### src/rtl/core/cfd_pkg.sv
package cfd_pkg;

  localparam int CFG_IDX_W = 3;

  // configuration register indexes
  localparam logic [CFG_IDX_W-1:0] REG_PEER_OP   = 3'd0;
  localparam logic [CFG_IDX_W-1:0] REG_CHAT_OP   = 3'd1;
  localparam logic [CFG_IDX_W-1:0] REG_BCAST_OP  = 3'd2;
  localparam logic [CFG_IDX_W-1:0] REG_OP_LIMIT  = 3'd3;
  localparam logic [CFG_IDX_W-1:0] REG_TEXT_MAX  = 3'd4;

  localparam logic [31:0] PEER_OP_RST  = 32'd1;
  localparam logic [31:0] CHAT_OP_RST  = 32'd2;
  localparam logic [31:0] BCAST_OP_RST = 32'd3;
  localparam logic [31:0] OP_LIMIT_RST = 32'd16;
  localparam logic [15:0] TEXT_MAX_RST = 16'd1024;

  typedef enum logic [2:0] {
    KIND_HEADER = 3'd0,
    KIND_NICK   = 3'd1,
    KIND_ADDR   = 3'd2,
    KIND_PORT   = 3'd3,
    KIND_KEY    = 3'd4,
    KIND_CHAT   = 3'd5,
    KIND_BCAST  = 3'd6,
    KIND_SKIP   = 3'd7
  } kind_e;

  typedef enum logic [2:0] {
    PH_IDLE   = 3'b001,
    PH_HEADER = 3'b010,
    PH_BODY   = 3'b100
  } phase_e;

  typedef struct packed {
    logic [31:0] peer_op;
    logic [31:0] chat_op;
    logic [31:0] bcast_op;
    logic [31:0] op_limit;
    logic [15:0] text_max;
  } cfg_t;

  typedef struct packed {
    kind_e       kind;
    logic [31:0] value;
    logic [31:0] frame_length;
    logic [31:0] entry_index;
    logic [31:0] position;
    logic        legal;
    logic        error;
    logic        last;
  } result_t;

endpackage

### src/rtl/core/cfd_cfg_regs.sv
module cfd_cfg_regs (
  input  logic                          clk_i,
  input  logic                          rst_ni,
  input  logic                          wr_en_i,
  input  logic [cfd_pkg::CFG_IDX_W-1:0] wr_index_i,
  input  logic [31:0]                   wr_data_i,
  output cfd_pkg::cfg_t                 cfg_o
);

  cfd_pkg::cfg_t cfg_q;

  // indexes past the register list are dropped
  always_ff @(posedge clk_i or negedge rst_ni) begin
    if (!rst_ni) begin
      cfg_q.peer_op  <= cfd_pkg::PEER_OP_RST;
      cfg_q.chat_op  <= cfd_pkg::CHAT_OP_RST;
      cfg_q.bcast_op <= cfd_pkg::BCAST_OP_RST;
      cfg_q.op_limit <= cfd_pkg::OP_LIMIT_RST;
      cfg_q.text_max <= cfd_pkg::TEXT_MAX_RST;
    end else if (wr_en_i) begin
      case (wr_index_i)
        cfd_pkg::REG_PEER_OP:  cfg_q.peer_op  <= wr_data_i;
        cfd_pkg::REG_CHAT_OP:  cfg_q.chat_op  <= wr_data_i;
        cfd_pkg::REG_BCAST_OP: cfg_q.bcast_op <= wr_data_i;
        cfd_pkg::REG_OP_LIMIT: cfg_q.op_limit <= wr_data_i;
        cfd_pkg::REG_TEXT_MAX: cfg_q.text_max <= wr_data_i[15:0];
        default: ;
      endcase
    end
  end

  assign cfg_o = cfg_q;

endmodule

### src/rtl/core/cfd_parser.sv
module cfd_parser #(
  parameter int OPCODE_BYTES = 4,
  parameter int HEADER_BYTES = 8,
  parameter int NICK_BYTES   = 16,
  parameter int ADDR_BYTES   = 4,
  parameter int PORT_BYTES   = 2,
  parameter int KEY_BYTES    = 16
) (
  input  logic             clk_i,
  input  logic             rst_ni,
  input  logic             accept_i,
  input  logic [7:0]       byte_i,
  input  cfd_pkg::cfg_t    cfg_i,
  output logic             res_valid_o,
  output cfd_pkg::result_t res_o
);

  localparam int ENTRY_BYTES = NICK_BYTES + ADDR_BYTES + PORT_BYTES + KEY_BYTES;
  localparam int RW          = $clog2(ENTRY_BYTES);
  localparam int ADDR_LO     = NICK_BYTES;
  localparam int ADDR_HI     = NICK_BYTES + ADDR_BYTES - 1;
  localparam int PORT_LO     = NICK_BYTES + ADDR_BYTES;
  localparam int PORT_HI     = PORT_LO + PORT_BYTES - 1;
  localparam int KEY_LO      = PORT_LO + PORT_BYTES;

  cfd_pkg::phase_e phase_q, phase_d;
  logic [31:0]     opcode_q, opcode_d;
  logic [31:0]     length_q, length_d;
  logic [31:0]     off_q, off_d;
  logic [31:0]     addr_q, addr_d;
  logic [15:0]     port_q, port_d;
  logic [RW-1:0]   r_q, r_d;
  logic [31:0]     entry_q, entry_d;
  logic [32:0]     entry_end_q, entry_end_d;

  logic            is_body, hdr_done, body_last, text_last, msg_last;
  logic            is_peer, is_chat, is_bcast, trailing, r_wrap;
  logic            in_addr, in_port, emit;
  logic [31:0]     op_new, len_new, addr_new;
  logic [15:0]     port_new, text_lim;
  logic [32:0]     off_inc;
  cfd_pkg::result_t res;

  assign is_body  = (phase_q == cfd_pkg::PH_BODY);
  assign off_inc  = {1'b0, off_q} + 33'd1;
  assign hdr_done = (off_q == 32'(HEADER_BYTES - 1));
  assign body_last = (off_inc >= {1'b0, length_q});
  assign text_lim  = (cfg_i.text_max == 16'd0) ? 16'd1 : cfg_i.text_max;
  assign text_last = (off_inc >= {17'd0, text_lim});
  assign is_peer  = (opcode_q == cfg_i.peer_op);
  assign is_chat  = (opcode_q == cfg_i.chat_op);
  assign is_bcast = (opcode_q == cfg_i.bcast_op);
  // entry is trailing when its end runs past the body
  assign trailing = (entry_end_q > {1'b0, length_q});
  assign r_wrap   = (r_q == RW'(ENTRY_BYTES - 1));
  assign in_addr  = (r_q >= RW'(ADDR_LO)) && (r_q <= RW'(ADDR_HI));
  assign in_port  = (r_q >= RW'(PORT_LO)) && (r_q <= RW'(PORT_HI));
  assign addr_new = (r_q == RW'(ADDR_LO)) ? {24'd0, byte_i} : {addr_q[23:0], byte_i};
  assign port_new = (r_q == RW'(PORT_LO)) ? {8'd0, byte_i} : {port_q[7:0], byte_i};

  always_comb begin
    op_new  = opcode_q;
    len_new = length_q;
    if (off_q < 32'(OPCODE_BYTES)) begin
      op_new = {opcode_q[23:0], byte_i};
    end else begin
      len_new = {length_q[23:0], byte_i};
    end
  end

  always_comb begin
    emit             = 1'b0;
    msg_last         = body_last;
    res.kind         = cfd_pkg::KIND_HEADER;
    res.value        = 32'd0;
    res.frame_length = 32'd0;
    res.entry_index  = 32'd0;
    res.position     = 32'd0;
    res.legal        = 1'b0;
    res.error        = 1'b0;
    res.last         = 1'b0;
    if (!is_body) begin
      emit             = hdr_done;
      res.value        = op_new;
      res.frame_length = len_new;
      res.legal        = (op_new < cfg_i.op_limit);
      res.last         = (len_new == 32'd0);
    end else begin
      res.value = {24'd0, byte_i};
      emit      = 1'b1;
      if (is_peer) begin
        res.entry_index = entry_q;
        if (trailing) begin
          res.kind     = cfd_pkg::KIND_SKIP;
          res.position = 32'(r_q);
          res.error    = 1'b1;
        end else if (r_q < RW'(NICK_BYTES)) begin
          res.kind     = cfd_pkg::KIND_NICK;
          res.position = 32'(r_q);
        end else if (in_addr) begin
          res.kind  = cfd_pkg::KIND_ADDR;
          res.value = addr_new;
          emit      = (r_q == RW'(ADDR_HI));
        end else if (in_port) begin
          res.kind  = cfd_pkg::KIND_PORT;
          res.value = {16'd0, port_new};
          emit      = (r_q == RW'(PORT_HI));
        end else begin
          res.kind     = cfd_pkg::KIND_KEY;
          res.position = 32'(r_q - RW'(KEY_LO));
        end
      end else if (is_chat || is_bcast) begin
        res.kind     = is_chat ? cfd_pkg::KIND_CHAT : cfd_pkg::KIND_BCAST;
        res.position = off_q;
        msg_last     = body_last || text_last;
      end else begin
        res.kind     = cfd_pkg::KIND_SKIP;
        res.position = off_q;
        res.error    = 1'b1;
      end
      res.last = msg_last;
    end
  end

  always_comb begin
    phase_d     = phase_q;
    opcode_d    = opcode_q;
    length_d    = length_q;
    off_d       = off_q;
    addr_d      = addr_q;
    port_d      = port_q;
    r_d         = r_q;
    entry_d     = entry_q;
    entry_end_d = entry_end_q;
    if (accept_i) begin
      if (!is_body) begin
        phase_d  = cfd_pkg::PH_HEADER;
        opcode_d = op_new;
        length_d = len_new;
        off_d    = off_q + 32'd1;
        if (hdr_done) begin
          if (len_new == 32'd0) begin
            phase_d  = cfd_pkg::PH_IDLE;
            opcode_d = 32'd0;
            length_d = 32'd0;
            off_d    = 32'd0;
          end else begin
            phase_d     = cfd_pkg::PH_BODY;
            off_d       = 32'd0;
            r_d         = '0;
            entry_d     = 32'd0;
            entry_end_d = 33'(ENTRY_BYTES);
          end
        end
      end else begin
        if (is_peer && !trailing && in_addr) addr_d = addr_new;
        if (is_peer && !trailing && in_port) port_d = port_new;
        if (msg_last) begin
          phase_d  = cfd_pkg::PH_IDLE;
          opcode_d = 32'd0;
          length_d = 32'd0;
          off_d    = 32'd0;
        end else begin
          off_d = off_q + 32'd1;
          if (r_wrap) begin
            r_d         = '0;
            entry_d     = entry_q + 32'd1;
            entry_end_d = entry_end_q + 33'(ENTRY_BYTES);
          end else begin
            r_d = r_q + RW'(1);
          end
        end
      end
    end
  end

  always_ff @(posedge clk_i or negedge rst_ni) begin
    if (!rst_ni) begin
      phase_q     <= cfd_pkg::PH_IDLE;
      opcode_q    <= 32'd0;
      length_q    <= 32'd0;
      off_q       <= 32'd0;
      addr_q      <= 32'd0;
      port_q      <= 16'd0;
      r_q         <= '0;
      entry_q     <= 32'd0;
      entry_end_q <= 33'(ENTRY_BYTES);
    end else begin
      phase_q     <= phase_d;
      opcode_q    <= opcode_d;
      length_q    <= length_d;
      off_q       <= off_d;
      addr_q      <= addr_d;
      port_q      <= port_d;
      r_q         <= r_d;
      entry_q     <= entry_d;
      entry_end_q <= entry_end_d;
    end
  end

  assign res_valid_o = accept_i && emit;
  assign res_o       = res;

  a_body_len_nonzero : assert property (@(posedge clk_i) disable iff (!rst_ni)
    (phase_q == cfd_pkg::PH_BODY) |-> (length_q != 32'd0))
    else $error("body phase with zero length");

  a_entry_pos_range : assert property (@(posedge clk_i) disable iff (!rst_ni)
    32'(r_q) < 32'(ENTRY_BYTES))
    else $error("entry byte position out of range");

  a_header_off_range : assert property (@(posedge clk_i) disable iff (!rst_ni)
    (phase_q != cfd_pkg::PH_BODY) |-> (off_q < 32'(HEADER_BYTES)))
    else $error("header offset past header");

  a_header_done_result : assert property (@(posedge clk_i) disable iff (!rst_ni)
    (accept_i && !is_body && hdr_done) |-> (res_valid_o && res.kind == cfd_pkg::KIND_HEADER))
    else $error("header completion gave no header word");

endmodule

### src/rtl/core/cfd_out_buf.sv
module cfd_out_buf (
  input  logic             clk_i,
  input  logic             rst_ni,
  input  logic             push_i,
  input  cfd_pkg::result_t data_i,
  output logic             ready_o,
  output logic             valid_o,
  input  logic             pop_ready_i,
  output cfd_pkg::result_t data_o
);

  logic             valid_q, valid_d;
  logic             skid_q, skid_d;
  cfd_pkg::result_t main_q, main_d;
  cfd_pkg::result_t spare_q, spare_d;
  logic             pop;

  assign pop     = valid_q && pop_ready_i;
  assign ready_o = !skid_q;

  always_comb begin
    valid_d = valid_q;
    skid_d  = skid_q;
    main_d  = main_q;
    spare_d = spare_q;
    if (pop || !valid_q) begin
      // advance: skid word moves up first, keeping order
      valid_d = skid_q || push_i;
      main_d  = skid_q ? spare_q : data_i;
      skid_d  = skid_q && push_i;
      spare_d = data_i;
    end else if (push_i) begin
      // hold the output word, park the new one
      skid_d  = 1'b1;
      spare_d = data_i;
    end
  end

  always_ff @(posedge clk_i or negedge rst_ni) begin
    if (!rst_ni) begin
      valid_q <= 1'b0;
      skid_q  <= 1'b0;
    end else begin
      valid_q <= valid_d;
      skid_q  <= skid_d;
    end
  end

  always_ff @(posedge clk_i) begin
    main_q  <= main_d;
    spare_q <= spare_d;
  end

  assign valid_o = valid_q;
  assign data_o  = main_q;

  a_skid_implies_main : assert property (@(posedge clk_i) disable iff (!rst_ni)
    skid_q |-> valid_q)
    else $error("skid word without output word");

  a_no_push_full : assert property (@(posedge clk_i) disable iff (!rst_ni)
    push_i |-> !skid_q)
    else $error("word pushed into full buffer");

  a_skid_held : assert property (@(posedge clk_i) disable iff (!rst_ni)
    (skid_q && !pop) |=> (skid_q && $stable(spare_q)))
    else $error("parked word lost while stalled");

endmodule

### src/rtl/core/chat_frame_deframer_top.sv
// Channel  Handshake                  Payload
// in       in_valid_i / in_ready_o    byte_in_i
// out      out_valid_o / out_ready_i  kind_o value_o frame_length_o entry_index_o
//                                     position_o legal_o error_o last_o
// cfg      cfg_valid_i / cfg_ready_o  cfg_index_i cfg_data_i
//
// One byte per cycle while in_ready_o is high; results are registered in the output buffer.
// A two-word output buffer holds results; in_ready_o drops only while both are full.
// Reset clears the parse state and loads the register defaults; cfg is always ready.
// Address and port bytes of a complete entry give one word, on the last byte of their field.
module chat_frame_deframer_top #(
  parameter int OPCODE_BYTES = 4,
  parameter int HEADER_BYTES = 8,
  parameter int NICK_BYTES   = 16,
  parameter int ADDR_BYTES   = 4,
  parameter int PORT_BYTES   = 2,
  parameter int KEY_BYTES    = 16
) (
  input  logic                          clk_i,
  input  logic                          rst_ni,
  input  logic                          in_valid_i,
  output logic                          in_ready_o,
  input  logic [7:0]                    byte_in_i,
  output logic                          out_valid_o,
  input  logic                          out_ready_i,
  output logic [2:0]                    kind_o,
  output logic [31:0]                   value_o,
  output logic [31:0]                   frame_length_o,
  output logic [31:0]                   entry_index_o,
  output logic [31:0]                   position_o,
  output logic                          legal_o,
  output logic                          error_o,
  output logic                          last_o,
  input  logic                          cfg_valid_i,
  output logic                          cfg_ready_o,
  input  logic [cfd_pkg::CFG_IDX_W-1:0] cfg_index_i,
  input  logic [31:0]                   cfg_data_i
);

  cfd_pkg::cfg_t    cfg;
  cfd_pkg::result_t res, out_word;
  logic             res_valid, accept, buf_ready;

  assign cfg_ready_o = 1'b1;
  assign in_ready_o  = buf_ready;
  assign accept      = in_valid_i && buf_ready;

  cfd_cfg_regs u_cfg (
    .clk_i      (clk_i),
    .rst_ni     (rst_ni),
    .wr_en_i    (cfg_valid_i),
    .wr_index_i (cfg_index_i),
    .wr_data_i  (cfg_data_i),
    .cfg_o      (cfg)
  );

  cfd_parser #(
    .OPCODE_BYTES (OPCODE_BYTES),
    .HEADER_BYTES (HEADER_BYTES),
    .NICK_BYTES   (NICK_BYTES),
    .ADDR_BYTES   (ADDR_BYTES),
    .PORT_BYTES   (PORT_BYTES),
    .KEY_BYTES    (KEY_BYTES)
  ) u_parser (
    .clk_i       (clk_i),
    .rst_ni      (rst_ni),
    .accept_i    (accept),
    .byte_i      (byte_in_i),
    .cfg_i       (cfg),
    .res_valid_o (res_valid),
    .res_o       (res)
  );

  cfd_out_buf u_out_buf (
    .clk_i       (clk_i),
    .rst_ni      (rst_ni),
    .push_i      (res_valid),
    .data_i      (res),
    .ready_o     (buf_ready),
    .valid_o     (out_valid_o),
    .pop_ready_i (out_ready_i),
    .data_o      (out_word)
  );

  assign kind_o         = out_word.kind;
  assign value_o        = out_word.value;
  assign frame_length_o = out_word.frame_length;
  assign entry_index_o  = out_word.entry_index;
  assign position_o     = out_word.position;
  assign legal_o        = out_word.legal;
  assign error_o        = out_word.error;
  assign last_o         = out_word.last;

endmodule
### config.mk
export PLATFORM = sky130hd
export DESIGN_NAME = chat_frame_deframer_top
export DESIGN_NICKNAME = d
export VERILOG_FILES = /design/src/rtl/core/cfd_pkg.sv /design/src/rtl/core/cfd_cfg_regs.sv /design/src/rtl/core/cfd_parser.sv /design/src/rtl/core/cfd_out_buf.sv /design/src/rtl/core/chat_frame_deframer_top.sv
export SDC_FILE = /design/constraint.sdc
export NUM_CORES = 1
export LEC_CHECK = 0
export ABC_AREA = 0
export ABC_CLOCK_PERIOD_IN_PS = 6200
export BUFFER_PORTS_ARGS = -buffer_cell sky130_fd_sc_hd__buf_4
export CAP_MARGIN = 20
export CORE_MARGIN = 2
export CORE_UTILIZATION = 55
export CTS_BUF_LIST = sky130_fd_sc_hd__clkbuf_8
export CTS_CLUSTER_SIZE = 25
export DETAILED_ROUTE_END_ITERATION = 7
export GPL_TIMING_DRIVEN = 1
export PLACE_DENSITY = 0.75
export SETUP_SLACK_MARGIN = 0.4
export SYNTH_ARGS = -nofsm -noshare
export SYNTH_HDL_FRONTEND = slang
export SYNTH_SLANG_ARGS = --single-unit
### constraint.sdc
create_clock -name clk_i -period 6.2 [get_ports clk_i]
set_clock_uncertainty 0.1 [all_clocks]
set_input_delay 1.24 -clock clk_i [delete_from_list [all_inputs] [get_ports clk_i]]
set_output_delay 1.24 -clock clk_i [all_outputs]
set_load 0.02 [all_outputs]
# After elaboration in Yosys (flattened, before gate mapping)
# Cells that the tools add are included.
word_totals:
  register_bits: 616
  input_bits: 48
  out_inout_bits: 137
op_classes:
  add_sub_neg: 6
  n_lt_le_gt_ge: 10
  n_eq_ne: 18
  n_mux: 75
  reduce_logical: 31
ops:
  columns: ["operator", "n"]
  rows:
  - ["2-to-1 mux 32 bit", 29]
  - ["2-to-1 mux 134 bit", 3]
  - ["2-to-1 mux 33 bit", 5]
  - ["equality test 32 bit", 3]
  - ["adder 32 x 1 -> 32 bit (second input constant)", 2]
  - ["2-to-1 mux 64 bit", 1]
  - ["2-to-1 mux 16 bit", 3]
  - ["2-to-1 mux 35 bit", 1]
  - ["adder 32 x 1 -> 33 bit (second input constant)", 1]
  - ["adder 33 x 6 -> 33 bit (second input constant)", 1]
  - [">= comparator 33 x 16 -> 1 bit", 1]
  - [">= comparator 33 x 32 -> 1 bit", 1]
  - ["greater-than comparator 33 x 32 -> 1 bit", 1]
  - ["equality test 32 x 3 -> 1 bit (second input constant)", 1]
  - ["zero test 32 bit", 1]
  - ["less-than comparator 32 x 3 -> 1 bit (second input constant)", 1]
  - ["less-than comparator 32 bit", 1]
  - ["2-to-1 mux 3 bit", 10]
  - ["2-to-1 mux 6 bit", 5]
  - ["equality test 6 x 5 -> 1 bit (second input constant)", 4]
  - ["2-to-1 mux 1 bit", 17]
  - ["zero test 16 bit", 1]
  - [">= comparator 6 x 5 -> 1 bit (second input constant)", 2]
  - ["less-or-equal comparator 6 x 5 -> 1 bit (second input constant)", 2]
  - ["19 further kinds", 43]

# Longest topological paths before layout
# Gate-level depths: netlist of run 1.
logic_depth:
  ltp_word: 11
  mapped_depth: 21
  depth_no_buf: 18

# By module
# A second synthesis of run 1 with hierarchy kept.
hier_totals:
  hier_cells: 2639
  hier_area_um2: 31463.9
modules_own_cells:
  columns: ["module", "n_inst", "cells_each", "area_each_um2", "seq_area_each_um2"]
  rows:
  - ["cfd_parser", 1, 1902, 16184.3, 5034.8]
  - ["cfd_out_buf", 1, 425, 9824.4, 8097.8]
  - ["cfd_cfg_regs", 1, 309, 5437.7, 3611.0]
  - ["chat_frame_deframer_top", 1, 3, 17.5, 0.0]

# Worst setup path before layout of run 1
# No wires, ideal clock.
synth_timing:
  path_kind: "input to register"
  start: "input port out_ready_i"
  end: "register u_out_buf.spare_q[0] in the netlist's numbering, enable pin"
  arrival_time_ps: 6551
  required_time_ps: 5663
  setup_slack_ps: -888
  path_stages: 2
  path_cell_list: "nand2b_1 > or2_2"
synth_between:
  elab_chain_len: 3
synth_rtl:
  columns: ["item", "line_no", "source"]
  rows:
  - ["start, declared", "chat_frame_deframer_top.sv:25", "input logic out_ready_i,"]
  - ["logical AND 1 bit", "cfd_out_buf.sv:18", "assign pop = valid_q && pop_ready_i;"]
  - ["logical OR 1 bit", "cfd_out_buf.sv:26", "if (pop || !valid_q) begin"]
  - ["nonzero test 2 bit (no source line)", null, null]
  - ["end signal, assigned", "cfd_out_buf.sv:51", "spare_q <= spare_d;"]
  - ["end, declared", "cfd_out_buf.sv:15", "cfd_pkg::result_t spare_q, spare_d;"]
# Every way passes these cells.
# A chain may end at the register's enable or synchronous reset.

# Final worst setup path of run 1
layout_timing:
  start: "register u_parser.off_q[1]"
  end: "register u_parser.entry_end_q[18]"
layout_between:
  elab_chain_len: 8
layout_rtl:
  columns: ["item", "line_no", "source"]
  rows:
  - ["start, declared", "cfd_parser.sv:29", "logic [31:0] off_q, off_d;"]
  - ["start signal, assigned", "cfd_parser.sv:182", "off_q <= 32'd0;"]
  - ["start signal, assigned", "cfd_parser.sv:192", "off_q <= off_d;"]
  - ["adder 32 x 1 -> 33 bit", "cfd_parser.sv:45", "assign off_inc = {1'b0, off_q} + 33'd1;"]
  - [">= comparator 33 x 32 -> 1 bit or >= comparator 33 x 16 -> 1 bit (tied branches)", "cfd_parser.sv:47, cfd_parser.sv:49", null]
  - ["logical OR 1 bit", "cfd_parser.sv:115", "msg_last = body_last || text_last;"]
  - ["2-to-1 mux 1 bit", "cfd_parser.sv:112", "end else if (is_chat || is_bcast) begin"]
  - ["2-to-1 mux 1 bit", "cfd_parser.sv:91", "if (is_peer) begin"]
  - ["2-to-1 mux 1 bit", "cfd_parser.sv:82", "if (!is_body) begin"]
  - ["inequality test 2 bit (no source line)", null, null]
  - ["AND reduction 5 bit (no source line) (*)", null, null]
  - ["end signal, assigned", "cfd_parser.sv:187", "entry_end_q <= 33'(ENTRY_BYTES);"]
  - ["end signal, assigned", "cfd_parser.sv:197", "entry_end_q <= entry_end_d;"]
  - ["end, declared", "cfd_parser.sv:34", "logic [32:0] entry_end_q, entry_end_d;"]
# Every way passes the cells marked *; elsewhere a longest branch is shown, timed or not.

==> impl_summary.log, run 1 <==
[metrics] Final Core Density: 62.8%
[metrics] fraction of post-synthesis cell area in the top cell type by area: 27.1%
[metrics] final hold vios: 0
[metrics] total power per unit cell area: 263 mW/mm^2
[metrics] layout cells sized above 1: 22.5%
[metrics] Period Utilization, post-route: 87.5%
[metrics] Final Slew Violations: 0
[metrics] wirelength, routed: 86.4 mm
[metrics] synthesized area per cell: 11.1 sq um
[metrics] Worst Slack Setup Final: 0.778 ns
[metrics] Longest Clk Path Bufs: 3
[metrics] # rows: 87
[metrics] antenna-violating nets left: 0
[metrics] Fmax achieved: 184 MHz
[metrics] Mapped Cells: 2795
[metrics] number of vias per cell after detailed routing: 6.00
[metrics] met1 global-route usage: 42.5%
[metrics] nets in the synthesized netlist: 2959
[metrics] Worst EP arrival: 5.90 ns
[metrics] async set-reset flop share out of synthesis: 56.4%
[metrics] met3 usage in global routing: 5.01%
[metrics] average wire length per cell after detail routing: 22.6 microns
[metrics] Reg clk slew, reported paths: 0.06 ns
[metrics] Nets: 3140
[metrics] slew margin rel.: 25.2%
[metrics] sort of element at the start of the critical path: flop
[metrics] time the final worst path needs with I/O delays and setup: 5.42 ns
[metrics] sequential cell area: 0.0167 sq mm
[metrics] number of enable-type register cells in the synthesized netlist: 268
[metrics] TritonCTS Buffers: 100
[metrics] CTS sink count: 615
[metrics] Leak: 16.3 nW
[metrics] sequential element share of the synthesized area: 53.9%
[metrics] number of DRC markers after the initial detailed-route iteration: 2250
[metrics] number of global-route vias before repair: 22700
[metrics] first-pass GRT wire length: 134 mm
[metrics] worst hold slack across all endpoints: 0.382 ns
[metrics] met2 track demand over resource: 45.6%
[metrics] Register-to-Register Setup Slack: 0.78 ns
[metrics] hold crit path type: flop to flop
[metrics] Cells after DPL: 3629
[metrics] result of the run: finished, final reports clean
[metrics] area inside the core boundary: 0.0562 sq mm
[metrics] most used routing layer in global routing: met2
[metrics] final-layout setup total negative slack: 0 ns
[metrics] top post-synthesis cells by area: sky130_fd_sc_hd__dfrtp_1, sky130_fd_sc_hd__edfxtp_1, sky130_fd_sc_hd__mux2_2
[metrics] most common flop cell mapped by yosys: sky130_fd_sc_hd__dfrtp_1
[metrics] final setup violation count: 0
[metrics] CTS Root Buffer Type: sky130_fd_sc_hd__clkbuf_8
[metrics] most frequent cell after synthesis: sky130_fd_sc_hd__dfrtp_1
[metrics] initial core utilization: 55.3%
[metrics] Placed Instance Area: 0.0334 sq mm
[metrics] Chip Width: 242 microns
[metrics] total number of H-tree levels: 3
[metrics] placed wire-length estimate: 61.8 mm
[metrics] area occupied by multi-input gates: 0.0130 sq mm
[metrics] crit end category: flop
[metrics] number of antenna violations at the first check in global routing: 2
[metrics] maximum number of pins on one net before global-route repair: 165
[metrics] I/O pins: 185
[metrics] required time at the endpoint of the critical path: 6.68 ns
[metrics] critical setup path kind: flop to flop
[metrics] number of library cell types mapped by synthesis: 82
[metrics] area grow syn2layout: 13.6%
[metrics] slew at the pin closest to its max-slew limit: 1.11 ns
[metrics] Final GP Congestion: 0.943
[metrics] Residual DRC: 0
[metrics] list of most frequent post-synthesis cells: sky130_fd_sc_hd__dfrtp_1, sky130_fd_sc_hd__edfxtp_1, sky130_fd_sc_hd__nand2_1, sky130_fd_sc_hd__mux2_2, sky130_fd_sc_hd__inv_1
[metrics] vias after detailed routing: 22900
[metrics] worst slack at placement: 0.758 ns
[metrics] CP Max Fanout: 10
[metrics] CTS tree: yes
[metrics] die area: 0.0584 sq mm
[metrics] total design power: 9.30 mW
[metrics] Die H: 242 microns
[metrics] register bit total from synthesis: 615
[metrics] first-pass detailed-route iteration total: 5
[metrics] fill cell instance count of the final layout: 4533
[metrics] total of max-cap violations: 0
[metrics] Worst IR Drop VDD: 0.194 mV
[metrics] setup repair after global routing missed its margin: false
[metrics] final instance count without filler cells: 3814
[metrics] Port-buffer cells: 183
[metrics] post-synthesis instance area: 0.0311 sq mm
[metrics] cell area after layout: 0.0353 sq mm
[metrics] library cell occupying the most area in the post-synthesis netlist: sky130_fd_sc_hd__dfrtp_1
[metrics] total routing resource utilization after global routing: 29.4%
[metrics] Clock Latency Late Sink: 0.72 ns
[metrics] Synth Warn #: 0
[metrics] Overflow after GRT: 0
cell usage in the layout, fill, tap and decap left out, types with 12 or more instances in the layout:
cell | Yosys | layout
sky130_fd_sc_hd__xnor2_1 | 43 | 41
sky130_fd_sc_hd__a22o_1 | 38 | 38
sky130_fd_sc_hd__a21oi_1 | 80 | 80
sky130_fd_sc_hd__nor4_1 | 63 | 63
sky130_fd_sc_hd__edfxtp_1 | 268 | 268
sky130_fd_sc_hd__and3_1 | 53 | 53
sky130_fd_sc_hd__inv_1 | 189 | 228
sky130_fd_sc_hd__mux2i_1 | 69 | 69
sky130_fd_sc_hd__or2_2 | 38 | 37
sky130_fd_sc_hd__clkinv_2 | 0 | 12
sky130_fd_sc_hd__a21o_1 | 21 | 21
sky130_fd_sc_hd__nand4_1 | 53 | 53
sky130_fd_sc_hd__clkbuf_8 | 0 | 111
sky130_fd_sc_hd__ha_1 | 116 | 116
sky130_fd_sc_hd__buf_4 | 3 | 243
sky130_fd_sc_hd__nor2_1 | 146 | 142
sky130_fd_sc_hd__nand2_1 | 243 | 243
sky130_fd_sc_hd__mux2_2 | 217 | 217
sky130_fd_sc_hd__o21ai_0 | 174 | 173
sky130_fd_sc_hd__nand3_1 | 71 | 71
sky130_fd_sc_hd__dfrtp_1 | 337 | 335
sky130_fd_sc_hd__o31ai_1 | 45 | 45
sky130_fd_sc_hd__xor2_1 | 105 | 105
sky130_fd_sc_hd__o21a_1 | 18 | 18
sky130_fd_sc_hd__nand2b_1 | 13 | 12
sky130_fd_sc_hd__nor3_1 | 28 | 25
sky130_fd_sc_hd__or4_1 | 14 | 14
routing by layer:
layer  wire (microns)  share of wire (%)  up-vias
met5                0                  0        -
li1                 -                  -    10400
met2            39600                 46      869
met4             2180                2.5        0
met3             6060                7.0      151
met1            38500                 45    11500
path summary, 6_finish.rpt:
check / depth (start not counted) / end / startpoint
worst max-delay path: 17 / u_parser.entry_end_q[18] / u_parser.off_q[1]
min in group asynchronous: 1 / u_parser.addr_q[23] / rst_ni
worst min-delay path: 2 / u_parser.phase_q[0] / u_parser.phase_q[0]
worst min register to register: 2 / u_parser.phase_q[0] / u_parser.phase_q[0]
max in group asynchronous: 2 / u_parser.length_q[19] / rst_ni
worst max register to register: 17 / u_parser.entry_end_q[18] / u_parser.off_q[1]
report_power, final:
part / switching [mW] / total [mW] / internal [mW]
sequential: 0.239 / 4.78 / 4.54
clock: 1.65 / 3.41 / 1.77
combinational: 0.628 / 1.11 / 0.479
total: 2.52 / 9.30 / 6.78
final cells by class:
type / instances / area share, %
flip-flops and latches: 615 / 47.4
inverters: 191 / 2.03
diodes: 2 / 0.0142
clock buffers: 111 / 4.33
clock inverters: 71 / 1.10
multi-input cells: 1818 / 36.9
well taps: 756 / 2.68
repair buffers: 250 / 5.51
critical path: stages (launching register included):
cell                       delay [ns]
sky130_fd_sc_hd__dfrtp_1         0.49
sky130_fd_sc_hd__ha_1            0.32
sky130_fd_sc_hd__nand4_1         0.24
sky130_fd_sc_hd__nor4_1          0.45
sky130_fd_sc_hd__xor2_1          0.39
sky130_fd_sc_hd__ha_1            0.32
sky130_fd_sc_hd__a21o_1          0.17
sky130_fd_sc_hd__a21oi_1         0.21
sky130_fd_sc_hd__or3b_2          0.46
sky130_fd_sc_hd__a22oi_1         0.19
sky130_fd_sc_hd__o211ai_1        0.17
sky130_fd_sc_hd__a2111o_1        0.37
sky130_fd_sc_hd__o21bai_2        0.33
sky130_fd_sc_hd__inv_2           0.13
sky130_fd_sc_hd__buf_4           0.20
sky130_fd_sc_hd__nor3_2          0.38
sky130_fd_sc_hd__a21boi_0        0.17
sky130_fd_sc_hd__o21a_1          0.21
cells by family (layout without fill, tap and decap cells):
logic type               after synthesis  after routing  synth area share [%]
flip-flops                           615            615                  53.9
AND/OR/NAND/NOR                      794            794                  12.9
adder cells (fa/ha/maj)              117            117                  4.70
AO/OA/AOI/OAI                        472            472                  9.74
other                                  1              3                0.0121
XOR/XNOR                             148            148                  4.17
multiplexers                         286            286                  10.1
buffers and inverters                362            623                  4.48
flip-flops by register name, indices dropped and copies added (netlist names):
| register | flops |
|---|---|
| u_parser.phase_q | 3 |
| u_parser.entry_q | 32 |
| u_parser.addr_q | 24 |
| u_parser.length_q | 32 |
| u_parser.port_q | 8 |
| u_parser.opcode_q | 32 |
| u_out_buf.skid_q | 1 |
| u_out_buf.data_o | 134 |
| u_parser.r_q | 6 |
| u_out_buf.spare_q | 134 |
| u_cfg.cfg_o | 144 |
| u_parser.off_q | 32 |
| u_out_buf.valid_o | 1 |
| u_parser.entry_end_q | 32 |
what timing repair did:
item                                    4_1_cts  5_1_grt
endpoints found under the setup margin        0        4
buffers inserted                              0        0
hold buffers                                  0        0
gates resized for setup                       0        5
Power figures use the tool's default switching activity.
==> inputs of run 2 (changes only) <==
CORE_UTILIZATION = 49   (was 55)
PLACE_DENSITY = 0.68   (was 0.75)
==> run 2 against run 1 <==
Cell area increased by 0.75%. Sequential share of layout area is 0.36 points lower. Hold slack got worse by 0.0018 ns. Non-clock buffer count increased by 1. Combinational power hardly changed. Count of clock-buffer cells in the layout is 2 higher.
==> impl_summary.log, run 2 (synthesis gave the netlist of run 1 again) <==
[metrics] # rows: 92 (+5.7%)
[metrics] hold crit path type: flop to flop
[metrics] worst path bufs/invs: 0 (-2)
[metrics] final hold vios: 0 (unchanged)
[metrics] Overflow after GRT: 0 (unchanged)
[metrics] Cells after DPL: 3717 (+2.4%)
[metrics] layout cells sized above 1: 22.6% (about the same)
[metrics] count of cells along the worst register-to-register path: 15 (-2)
[metrics] flip-flop count of the largest register after layout: 144 (unchanged)
[metrics] Worst EP arrival: 6.06 ns (+0.16 ns)
[metrics] Reg clk slew, reported paths: 0.06 ns (about the same)
[metrics] total power per unit cell area: 267 mW/mm^2 (+1.5%)
[metrics] Worst IR Drop VDD: 0.198 mV (+2.0%)
[metrics] CP Max Fanout: 9 (-1)
[metrics] vias after detailed routing: 22700 (-0.78%)
[metrics] total of cells resized after clock tree synthesis: 0 (unchanged)
[metrics] crit end category: flop
[metrics] Placed Instance Area: 0.0335 sq mm (+0.35%)
[metrics] die area: 0.0654 sq mm (+12%)
[metrics] number of antenna violations at the first check in global routing: 2 (unchanged)
[metrics] area occupied by multi-input gates: 0.0130 sq mm (-0.13%)
[metrics] average wire length per cell after detail routing: 22.3 microns (-1.4%)
[metrics] setup repair after global routing missed its margin: false
[metrics] area inside the core boundary: 0.0629 sq mm (+12%)
[metrics] slew margin rel.: 23.8% (-1.4 points)
[metrics] maximum number of pins on one net before global-route repair: 150 (-9.1%)
[metrics] Slowest cell on crit path: sky130_fd_sc_hd__dfrtp_1
[metrics] wirelength, routed: 87.4 mm (+1.2%)
[metrics] total design power: 9.51 mW (+2.3%)
[metrics] number of DRC markers after the initial detailed-route iteration: 2201 (-2.2%)
[metrics] time the final worst path needs with I/O delays and setup: 5.61 ns (+0.185 ns)
[metrics] uppermost signal routing layer after detailed routing: met5
[metrics] CTS tree: yes
[metrics] Period Utilization, post-route: 90.4% (+3.0 points)
[metrics] number of stages on the worst hold path: 2 (unchanged)
[metrics] Final GP Congestion: 0.925 (-1.9%)
[metrics] cell area after layout: 0.0356 sq mm (+0.75%)
[metrics] final instance count without filler cells: 3915 (+2.6%)
[metrics] final-layout setup total negative slack: 0 ns (unchanged)
[metrics] initial core utilization: 49.4% (-5.9 points)
[metrics] first-pass GRT wire length: 134 mm (+0.41%)
[metrics] required time at the endpoint of the critical path: 6.66 ns (-0.02 ns)
[metrics] highest-count cells in the layout ignoring fill and taps: sky130_fd_sc_hd__dfrtp_1, sky130_fd_sc_hd__edfxtp_1, sky130_fd_sc_hd__nand2_1
[metrics] I/O pins: 185 (unchanged)
[metrics] Port-buffer cells: 183 (unchanged)
[metrics] antenna-violating nets left: 0 (unchanged)
[metrics] stages on the worst setup path: 15 (-2)
[metrics] critical path's top delay family: compound AO/OA/AOI/OAI gates
[metrics] sequential cell area: 0.0167 sq mm (about the same)
[metrics] most numerous cell on the critical path: sky130_fd_sc_hd__ha_1
[metrics] Nets: 3146 (+0.19%)
[metrics] most frequent standard cell in the layout excluding fill and tap cells: sky130_fd_sc_hd__dfrtp_1
[metrics] number of global-route vias before repair: 22600 (-0.40%)
[metrics] Chip Width: 256 microns (+5.8%)
[metrics] fill cell instance count of the final layout: 5405 (+19%)
[metrics] placed wire-length estimate: 62.3 mm (+0.76%)
[metrics] Final Slew Violations: 0 (unchanged)
[metrics] detailed-routing wirelength on met1: 39.7 mm (+2.9%)
[metrics] CTS Root Buffer Type: sky130_fd_sc_hd__clkbuf_8
[metrics] total number of H-tree levels: 3 (unchanged)
[metrics] Fmax achieved: 178 MHz (-3.3%)
[metrics] final setup violation count: 0 (unchanged)
[metrics] Leak: 16.4 nW (+0.55%)
[metrics] total met2 wirelength after detailed routing: 39.5 mm (-0.14%)
[metrics] CTS sink count: 615 (unchanged)
[metrics] worst path cell trace: ha_1, nand4_1, nor4_1, xor2_1, ha_1, a21o_1, a21oi_1, or3b_2, a22oi_1, o211ai_1, a2111o_1, o21a_1, o21ai_2, nand2_1, o31ai_1
[metrics] total routing resource utilization after global routing: 26.4% (-3.0 points)
[metrics] critical setup path kind: flop to flop
[metrics] worst hold slack across all endpoints: 0.380 ns (-0.00176 ns)
[metrics] first-pass detailed-route iteration total: 5 (unchanged)
[metrics] total of max-cap violations: 0 (unchanged)
[metrics] Longest Clk Path Bufs: 3 (unchanged)
[metrics] result of the run: finished, final reports clean
[metrics] delay contributed by the slowest stage of the critical path: 0.53 ns (+0.04 ns)
[metrics] Residual DRC: 0 (unchanged)
[metrics] Detail Route met3 WL: 5.64 mm (-6.9%)
[metrics] TritonCTS Buffers: 104 (+4.0%)
[metrics] sort of element at the start of the critical path: flop
[metrics] number of vias per cell after detailed routing: 5.80 (-3.3%)
[metrics] slew at the pin closest to its max-slew limit: 1.13 ns (+0.0214 ns)
[metrics] Die H: 256 microns (+5.8%)
[metrics] Clock Latency Late Sink: 0.73 ns (about the same)
[metrics] area grow syn2layout: 14.5%
-- run 2: cell types whose count changed in the layout (fill, tap and decap cells not counted), moves of 2 or more --
cell and change:
sky130_fd_sc_hd__clkinv_1 +2, sky130_fd_sc_hd__xnor2_2 -2, sky130_fd_sc_hd__clkinv_2 +2, sky130_fd_sc_hd__inv_8 +2, sky130_fd_sc_hd__buf_12 +2, sky130_fd_sc_hd__nor2_1 +2, sky130_fd_sc_hd__bufinv_16 +3, sky130_fd_sc_hd__clkbuf_8 +2
sky130_fd_sc_hd__inv_1 +2, sky130_fd_sc_hd__nor2_2 -2, sky130_fd_sc_hd__xnor2_1 +2, sky130_fd_sc_hd__clkinvlp_4 -2
-- run 2: path summary, 6_finish.rpt --
path / start / endpoint / slack, ns
max: u_parser.off_q[1] / u_parser.off_q[27] / 0.59
min: u_parser.phase_q[0] / u_parser.phase_q[0] / 0.38
max reg2reg: u_parser.off_q[1] / u_parser.off_q[27] / 0.59
min reg2reg: u_parser.phase_q[0] / u_parser.phase_q[0] / 0.38
max in group asynchronous: rst_ni / u_cfg.cfg_o[80] / 4.11
min in group asynchronous: rst_ni / u_out_buf.valid_o / 0.49
-- run 2: final cells by class --
cell class / instances / area share (%)
well taps: 846 / 2.98
inverters: 191 / 2.02
clock inverters: 79 / 1.41
multi-input cells: 1819 / 36.6
diodes: 1 / 0.00704
clock buffers: 113 / 4.37
flip-flops and latches: 615 / 47.1
repair buffers: 251 / 5.57
-- run 2: timing repair --
| action | 4_1_cts | 5_1_grt |
|---|---|---|
| setup buffers | 0 | 3 |
| hold buffers | 0 | 0 |
| setup endpoints to repair | 0 | 32 |
-- run 2: worst reg2reg max path: cells and delay by family (launching register included) --
family	cells	cell delay, ns
AOI/OAI and AO/OA	8	2.22
xor gates and xnor gates	1	0.45
adders and majority gates	2	0.68
DFF	1	0.53
and+or+nand+nor	4	1.48
-- run 2: report_power, final --
part           internal [mW]  switching (mW)  leakage (nW)  total [mW]
sequential              4.54           0.240          7.59        4.78
clock                   1.93            1.69          1.21        3.62
combinational          0.481           0.630          7.60        1.11
-- run 2: through the flow --
stage	utilization [%]	setup slack (ns)
final	56.6	0.593
after global routing	56.6	0.403
after CTS	56.5	0.724
after detailed placement	53.2	0.749
after global placement	53.2	0.875
after floorplan	-	0.771
-- run 2: per-layer routing --
metal / track usage [%] / vias to the layer above
li1: - / 10400
met1: 38.4 / 11400
met2: 40.9 / 761
met3: 3.54 / 147
met4: 9.13 / 2
met5: 0 / -
